`src/cpal_pkg.sv`:
```
`timescale 1ns / 1ps
// ----------------------------------------------------------------------------
// cpal_pkg
// Types and constants shared by the cumulative path arc length block.
// ----------------------------------------------------------------------------
package cpal_pkg;

   localparam int COORD_W   = 24;
   localparam int SUM_W     = 60;
   localparam int LEN_W     = 48;
   localparam int ROOT_W    = SUM_W / 2;
   localparam int REM_W     = ROOT_W + 2;
   localparam int ROOT_STEPS = ROOT_W;
   localparam int STEP_W    = $clog2(ROOT_STEPS);

   typedef struct packed {
      logic signed [COORD_W-1:0] coord;
      logic                      first_image;
      logic                      last_of_image;
   } cpal_req_type;

   typedef struct packed {
      logic [LEN_W-1:0] arc_length;
      logic             saturated;
   } cpal_rsp_type;

   typedef enum logic [2:0] {
      ST_IDLE,
      ST_READ,
      ST_SQUARE,
      ST_ACCUM,
      ST_ROOT,
      ST_LENGTH,
      ST_PUSH
   } cpal_state_type;

   typedef struct packed {
      logic accept;
      logic diff;
      logic square;
      logic accum;
      logic root_step;
      logic len_update;
      logic push;
   } cpal_cmd_type;

   typedef struct packed {
      logic first_image;
      logic last_of_image;
      logic root_done;
      logic rsp_free;
   } cpal_status_type;

endpackage

```
`src/cpal_ctrl.sv`:
```
`timescale 1ns / 1ps
// ----------------------------------------------------------------------------
// cpal_ctrl
// Sequencer for one coordinate beat: read, difference, square, accumulate,
// and at the end of an image the root (skipped for the first image), length update and result push.
// ----------------------------------------------------------------------------
module cpal_ctrl (
   input  logic                      clock,
   input  logic                      reset,
   input  logic                      req_valid,
   output logic                      req_stall,
   input  cpal_pkg::cpal_status_type status,
   output cpal_pkg::cpal_cmd_type    cmd
);
   import cpal_pkg::*;

   cpal_state_type state_ff, state_in;

   always_ff @(posedge clock) begin
      if (reset) begin
         state_ff <= ST_IDLE;
      end else begin
         state_ff <= state_in;
      end
   end

   always_comb begin
      state_in = state_ff;
      case (state_ff)
         ST_IDLE: begin
            if (req_valid) state_in = ST_READ;
         end
         ST_READ:   state_in = ST_SQUARE;
         ST_SQUARE: state_in = ST_ACCUM;
         ST_ACCUM: begin
            if (!status.last_of_image) state_in = ST_IDLE;
            else if (status.first_image) state_in = ST_LENGTH;
            else state_in = ST_ROOT;
         end
         ST_ROOT: begin
            if (status.root_done) state_in = ST_LENGTH;
         end
         ST_LENGTH: state_in = ST_PUSH;
         ST_PUSH: begin
            if (status.rsp_free) state_in = ST_IDLE;
         end
         default: state_in = ST_IDLE;
      endcase
   end

   always_comb begin
      cmd       = '0;
      req_stall = 1'b1;
      case (state_ff)
         ST_IDLE: begin
            req_stall  = 1'b0;
            cmd.accept = req_valid;
         end
         ST_READ:   cmd.diff       = 1'b1;
         ST_SQUARE: cmd.square     = 1'b1;
         ST_ACCUM:  cmd.accum      = 1'b1;
         ST_ROOT:   cmd.root_step  = 1'b1;
         ST_LENGTH: cmd.len_update = 1'b1;
         ST_PUSH:   cmd.push       = status.rsp_free;
         default:   cmd            = '0;
      endcase
   end

endmodule

```
`config.mk`:
```
export PLATFORM = sky130hd
export DESIGN_NAME = cpal_ctrl
export DESIGN_NICKNAME = d
export VERILOG_FILES = /design/src/cpal_pkg.sv /design/src/cpal_ctrl.sv
export SDC_FILE = /design/constraint.sdc
export NUM_CORES = 1
export LEC_CHECK = 0
export BUFFER_PORTS_ARGS = -buffer_cell sky130_fd_sc_hd__buf_2
export CAP_MARGIN = 0
export CORE_AREA = 2 2 39 41
export CTS_BUF_LIST = sky130_fd_sc_hd__clkbuf_16
export CTS_CLUSTER_SIZE = 28
export DETAILED_ROUTE_END_ITERATION = 10
export DIE_AREA = 0 0 41 43
export GPL_ROUTABILITY_DRIVEN = 1
export MAX_ROUTING_LAYER = met4
export PLACE_DENSITY = 0.43
export RECOVER_POWER = 50
export SLEW_MARGIN = 20
export SYNTH_ARGS = -nofsm -noshare
export SYNTH_HDL_FRONTEND = slang
export SYNTH_SLANG_ARGS = --single-unit
export TNS_END_PERCENT = 100
```
`constraint.sdc`:
```
create_clock -name clock -period 1.4 [get_ports clock]
set_clock_uncertainty 0.1 [all_clocks]
set_input_delay 0.42 -clock clock [delete_from_list [all_inputs] [get_ports clock]]
set_output_delay 0.42 -clock clock [all_outputs]
set_load 0.02 [all_outputs]
```
==> results.sh, run 1 <==
export IMPL_area_delta_synth_final_pct=118
export IMPL_fmax_mhz=610
export IMPL_grt_pass1_vias=268
export IMPL_maxSlewHeadroom_pct=87.9
export IMPL_grt_usage_pct=9.56
export IMPL_worstPathRequired_ps=880
export IMPL_crit_family="simple AND/OR/NAND/NOR gates"
export IMPL_dp_hpwl_um=491
export IMPL_synth_area_leaders="dfxtp_1 (25%), nor3b_1 (9.5%), and3b_1 (7.4%)"
export IMPL_p_per_area_mw_per_mm2=1400
export IMPL_worst_pin_slew_ps=182
export IMPL_synth_cells=28
export IMPL_antenna_cells=0
export IMPL_place_area_um2=368
export IMPL_finalSetupViolCount=8
export IMPL_rsz0062_at_grt="true"
export IMPL_setup_worst_path_end_class="primary output"
export IMPL_post_route_util_pct=37.3
export IMPL_crit_path_max_incr_delay_ps=390
export IMPL_cts_sinks=3
export IMPL_fill_cells=149
export IMPL_hold_buffers=0
export IMPL_remaining_drc_errors=0
export IMPL_finish_instance_area_um2=515
export IMPL_synth_top_area_cell="dfxtp_1"
export IMPL_final_cells=68
export IMPL_synth_seq_cells=3
export IMPL_grt_remaining_overflow=0
export IMPL_mostFrequentLayoutCells="buf_4 (12), buf_2 (7), buf_6 (4)"
export IMPL_drt_pre_antenna_iters=3
export IMPL_async_flop_share_pct=0
export IMPL_synth_compound_area_share_pct=19.0
export IMPL_cts_buffers_inserted=3
export IMPL_cp_arrival_ps=1120
export IMPL_largestRegisters="state_ff: 3 flops"
export IMPL_p_seq_share_pct=14.0
export IMPL_pwr_share_comb_pct=24.5
export IMPL_ioPinCount=15
export IMPL_synth_top_area_share_pct=25.4
export IMPL_cts_root_buffer="clkbuf_16"
export IMPL_tritoncts="done"
export IMPL_synth_area_per_cell_um2=8.45
export IMPL_r2r_start="state_ff[1]"
export IMPL_hold_worst_slack_ps=301
export IMPL_holdCritPathClass="in2reg"
export IMPL_synth_flop_cell="dfxtp_1"
export IMPL_violations="setup timing"
export IMPL_vdd_drop_max_v=0.000728
export IMPL_path_max_fanout=2
export IMPL_outcome="finished, violations left"
export IMPL_path_class="reg2out"
export IMPL_drtIter0Drc=3
export IMPL_p_sw_uw=167
export IMPL_htree_levels=1
export IMPL_synth_edf_count=0
export IMPL_synthMuxAreaShare_pct=4.23
export IMPL_synth_fa_ha_area_share_pct=0
export IMPL_final_max_slew_viol_count=0
export IMPL_min_from="reset"
export IMPL_synthXorXnorAreaFrac_pct=0
export IMPL_path_clk_slew_ps=30
export IMPL_die_area_mm2=0.00176
export IMPL_clockPowerShare_pct=61.5
export IMPL_seq_area_um2=63.8
export IMPL_finalHoldViolations=0
export IMPL_switching_share_pct=23.2
export IMPL_grt_first_pass_wirelength_um=1060
export IMPL_gp_congestion=0.611
export IMPL_startpoint="state_ff[0]"
export IMPL_intPower_uw=554
export IMPL_cp_slowest_cell="or3_4"
export IMPL_clockBufferDepth=2
export IMPL_drt_total_wl_um=699
export IMPL_multi_input_area_um2=179
export IMPL_final_common_cell="buf_4"
export IMPL_placed_cells=61
export IMPL_initial_core_util_pct=17.1
export IMPL_place_port_buffers=14
export IMPL_die_h_um=43
export IMPL_crit_buf_inv=1
export IMPL_top_register="state_ff"
export IMPL_wl_per_cell_um=10.3
export IMPL_startpoint_type="register"
export IMPL_fin_crit_ps=1640
export IMPL_path_cells="or3_4, nor2_4, buf_6"
export IMPL_largest_reg_flops=3
export IMPL_grt_max_degree=12
export IMPL_ys_seq_area_share_pct=25.4
export IMPL_syn_nets=35
export IMPL_setup_ws_ps=-239
export IMPL_ant_nets=0
export IMPL_fp_coreArea_mm2=0.00138
export IMPL_fin_tns_setup_ps=-1400
export IMPL_antenna_found_initial=0
export IMPL_clock_insertion_delay_worst_skew_ps=220
export IMPL_synth_top_family_by_area="simple AND/OR/NAND/NOR gates"
export IMPL_vias=288
export IMPL_num_rows=14
export IMPL_synth_warnings=0
export IMPL_vias_per_cell=4.24
export IMPL_fin_crit_sh_pct=117
export IMPL_p_leak_nw=0.255
export IMPL_cap_viol_max_count=0
export IMPL_die_w_um=41
export IMPL_nets=60
export IMPL_synth_distinct_cells=20
export IMPL_drive_gt1_share_pct=65.4
export IMPL_yosys_area_share_simple_pct=40.7
export IMPL_syn_area_um2=236
power by group through the flow:
stage | Combinational [mW] | Clock, mW | Sequential [mW]
after CTS | 0.171 | 0.453 | 0.101
after global routing | 0.191 | 0.459 | 0.102
after global placement | 0.143 | 0 | 0.103
after floorplan | 0.0948 | 0 | 0.101
final | 0.177 | 0.444 | 0.101
after detailed placement | 0.144 | 0 | 0.103
cell type report:
class,count,area share [%]
sequential,3,12.4
clock inverter,1,0.728
multi-input combinational,21,34.7
timing repair buffer,23,33.0
inverter,1,0.728
clock buffer,3,14.6
tap,16,3.88
per-stage QoR:
| step | power [mW] | setup WS, ps |
|---|---|---|
| floorplan | 0.196 | -140 |
| global placement | 0.246 | -51.6 |
| detailed placement | 0.247 | -61.4 |
| CTS | 0.725 | -247 |
| global route | 0.752 | -271 |
| finish | 0.722 | -239 |
what timing repair did:
action / in CTS / in global routing
endpoints found under the setup margin: 8 / 8
resized for setup: 13 / 2
buffers inserted: 3 / 0
worst paths after layout:
| kind | to | slack, ps | cells past startpoint |
|---|---|---|---|
| setup / recovery | cmd[6] | -240 | 3 |
| hold / removal | state_ff[1] | 300 | 2 |
| setup reg to reg | state_ff[0] | 200 | 5 |
| hold reg to reg | state_ff[1] | 540 | 3 |
routing by layer:
layer / routed length, um / share of wire (%) / GRT usage, % / vias to the layer above
li1: - / - / - / 150
met3: 50 / 7.2 / 6.28 / 0
met1: 294 / 42 / 10.6 / 130
met4: 0 / 0 / 4.00 / 0
met2: 354 / 51 / 13.1 / 8
met5: 0 / 0 / - / -
cells by family (layout without fill, tap and decap cells):
kind of cell | Yosys count | count (layout)
AOI/OAI and AO/OA | 6 | 6
buffers and inverters | 4 | 28
DFF | 3 | 3
muxes | 1 | 1
and+or+nand+nor | 14 | 14
synth_stat cells, drive strengths merged, types with 2 or more instances:
cell   n
buf    3
a21oi  2
nor3b  3
dfxtp  3
nor2   2
and3b  2
Power figures use the tool's default switching activity.
==> inputs of run 2 (changes only) <==
GPL_TIMING_DRIVEN = 0   (was not set)
==> run 2 against run 1 <==
  * The flow still finishes with violations (setup timing)
  * Clock-buffer cell count did not move
  * Sequential share of layout area rose by 0.81 points
  * Largest power group unchanged
  * Sequential power rose by 4%
  * Highest routed layer unchanged
  * Hold slack got worse by 8.8 ps
  * Via count fell by 0.69%
  * Largest cell class unchanged
  * Die area did not move
  * Cell count fell by 2.9%
  * First-iteration DRC count rose by 33%
==> results.sh, run 2 (synthesized netlist as in run 1, its figures left out) <==
export IMPL_outcome="finished, violations left"
export IMPL_violations="setup timing"
export IMPL_largest_reg_flops=3
export IMPL_antenna_found_initial=0
export IMPL_pwr_share_comb_pct=23.9
export IMPL_fin_tns_setup_ps=-1250
export IMPL_die_area_mm2=0.00176
export IMPL_drt_total_wl_um=672
export IMPL_startpoint="state_ff[2]"
export IMPL_finalHoldViolations=0
export IMPL_grt_max_degree=11
export IMPL_vias=286
export IMPL_worstPathRequired_ps=880
export IMPL_wl_per_cell_um=10.2
export IMPL_ant_nets=0
export IMPL_crit_buf_inv=1
export IMPL_clockPowerShare_pct=61.5
export IMPL_drt_met1_wl_um=307
export IMPL_vias_per_cell=4.33
export IMPL_placed_cells=58
export IMPL_path_class="reg2out"
export IMPL_maxSlewHeadroom_pct=83.0
export IMPL_finalSetupViolCount=8
export IMPL_dp_hpwl_um=453
export IMPL_final_common_cell="buf_4"
export IMPL_vdd_drop_max_v=0.00116
export IMPL_fin_crit_sh_pct=118
export IMPL_fp_coreArea_mm2=0.00138
export IMPL_fmax_mhz=606
export IMPL_drtIter0Drc=4
export IMPL_switching_share_pct=22.9
export IMPL_ioPinCount=15
export IMPL_grt_usage_pct=8.42
export IMPL_cp_slowest_cell="or3_4"
export IMPL_tritoncts="done"
export IMPL_fill_cells=159
export IMPL_grt_pass1_vias=236
export IMPL_wl_met2_um=322
export IMPL_worst_pin_slew_ps=255
export IMPL_p_seq_share_pct=14.6
export IMPL_wl_met3_um=42
export IMPL_initial_core_util_pct=17.1
export IMPL_die_w_um=41
export IMPL_clockBufferDepth=2
export IMPL_p_per_area_mw_per_mm2=1430
export IMPL_final_cells=66
export IMPL_drt_pre_antenna_iters=2
export IMPL_mostFrequentLayoutCells="buf_4 (8), buf_2 (7), buf_6 (5)"
export IMPL_remaining_drc_errors=0
export IMPL_area_delta_synth_final_pct=113
export IMPL_cts_buffers_inserted=3
export IMPL_cts_sinks=3
export IMPL_htree_levels=1
export IMPL_path_clk_slew_ps=30
export IMPL_gp_congestion=0.625
export IMPL_crit_family="simple AND/OR/NAND/NOR gates"
export IMPL_intPower_uw=553
export IMPL_top_register="state_ff"
export IMPL_die_h_um=43
export IMPL_setup_worst_path_end_class="primary output"
export IMPL_place_port_buffers=14
export IMPL_drive_gt1_share_pct=66.0
export IMPL_holdCritPathClass="in2reg"
export IMPL_largestRegisters="state_ff: 3 flops"
export IMPL_cts_root_buffer="clkbuf_16"
export IMPL_crit_path_max_incr_delay_ps=400
export IMPL_antenna_cells=0
export IMPL_rsz0062_at_grt="true"
export IMPL_grt_first_pass_wirelength_um=945
export IMPL_p_leak_nw=0.243
export IMPL_clock_insertion_delay_worst_skew_ps=220
export IMPL_fin_crit_ps=1650
export IMPL_cp_arrival_ps=1130
export IMPL_path_max_fanout=3
export IMPL_top_layer_used="met3"
export IMPL_grt_remaining_overflow=0
export IMPL_final_max_slew_viol_count=0
export IMPL_cap_viol_max_count=0
export IMPL_startpoint_type="register"
export IMPL_p_sw_uw=165
export IMPL_num_rows=14
export IMPL_setup_ws_ps=-251
export IMPL_nets=58
export IMPL_path_cells="or3_4, nor2_4, buf_6"
export IMPL_r2r_start="state_ff[1]"
export IMPL_min_from="reset"
-- run 2: changes by cell type in the layout (fill, tap and decap cells not counted), sizes merged --
cell	change
buf	-3
clkbuf	+1
-- run 2: worst paths after layout --
kind,to,slack [ps],cells past startpoint
worst max-delay path,cmd[6],-250,3
worst min-delay path,state_ff[1],290,2
worst max register to register,state_ff[2],170,5
worst min register to register,state_ff[0],510,2
-- run 2: power groups by stage --
stage          registers, mW  logic [mW]  clock network, mW
2_1_floorplan          0.101      0.0948                  0
3_3_place_gp           0.103       0.132                  0
3_5_place_dp           0.103       0.132                  0
4_1_cts                0.105       0.169              0.451
5_1_grt                0.106       0.185              0.462
6_report               0.105       0.171              0.441
-- run 2: metrics by stage --
stage	util, %	hold WS, ps	power [mW]	worst slack, ps	cell area (um2)
after floorplan	-	389	0.196	-140	254
after global placement	24.9	535	0.236	-52.3	344
after detailed placement	24.9	539	0.235	-55.1	344
after CTS	35.8	300	0.725	-250	495
after global routing	36.3	303	0.753	-286	503
final	36.3	292	0.718	-251	503
-- run 2: cell type report --
cell class                      instances  area [um2]  area share, %
Tap cell                               16        20.0           3.98
Multi-Input combinational cell         21         179           35.6
Timing Repair Buffer                   18         125           24.9
Sequential cell                         3        66.3           13.2
Clock inverter                          1        3.75          0.746
Buffer                                  3        30.0           5.97
Inverter                                1        3.75          0.746
Clock buffer                            3        75.1           14.9
-- run 2: metal layers --
metal	up-vias	track usage (%)
met3	0	7.85
met2	6	10.9
met1	134	10.2
met5	-	-
met4	0	0
li1	146	-
-- run 2: what timing repair did --
action | in CTS | in global routing
hold buffers | 0 | 0
gates resized for setup | 18 | 1
pin swaps | 1 | 0
setup endpoints to repair | 8 | 8
setup buffers | 3 | 1
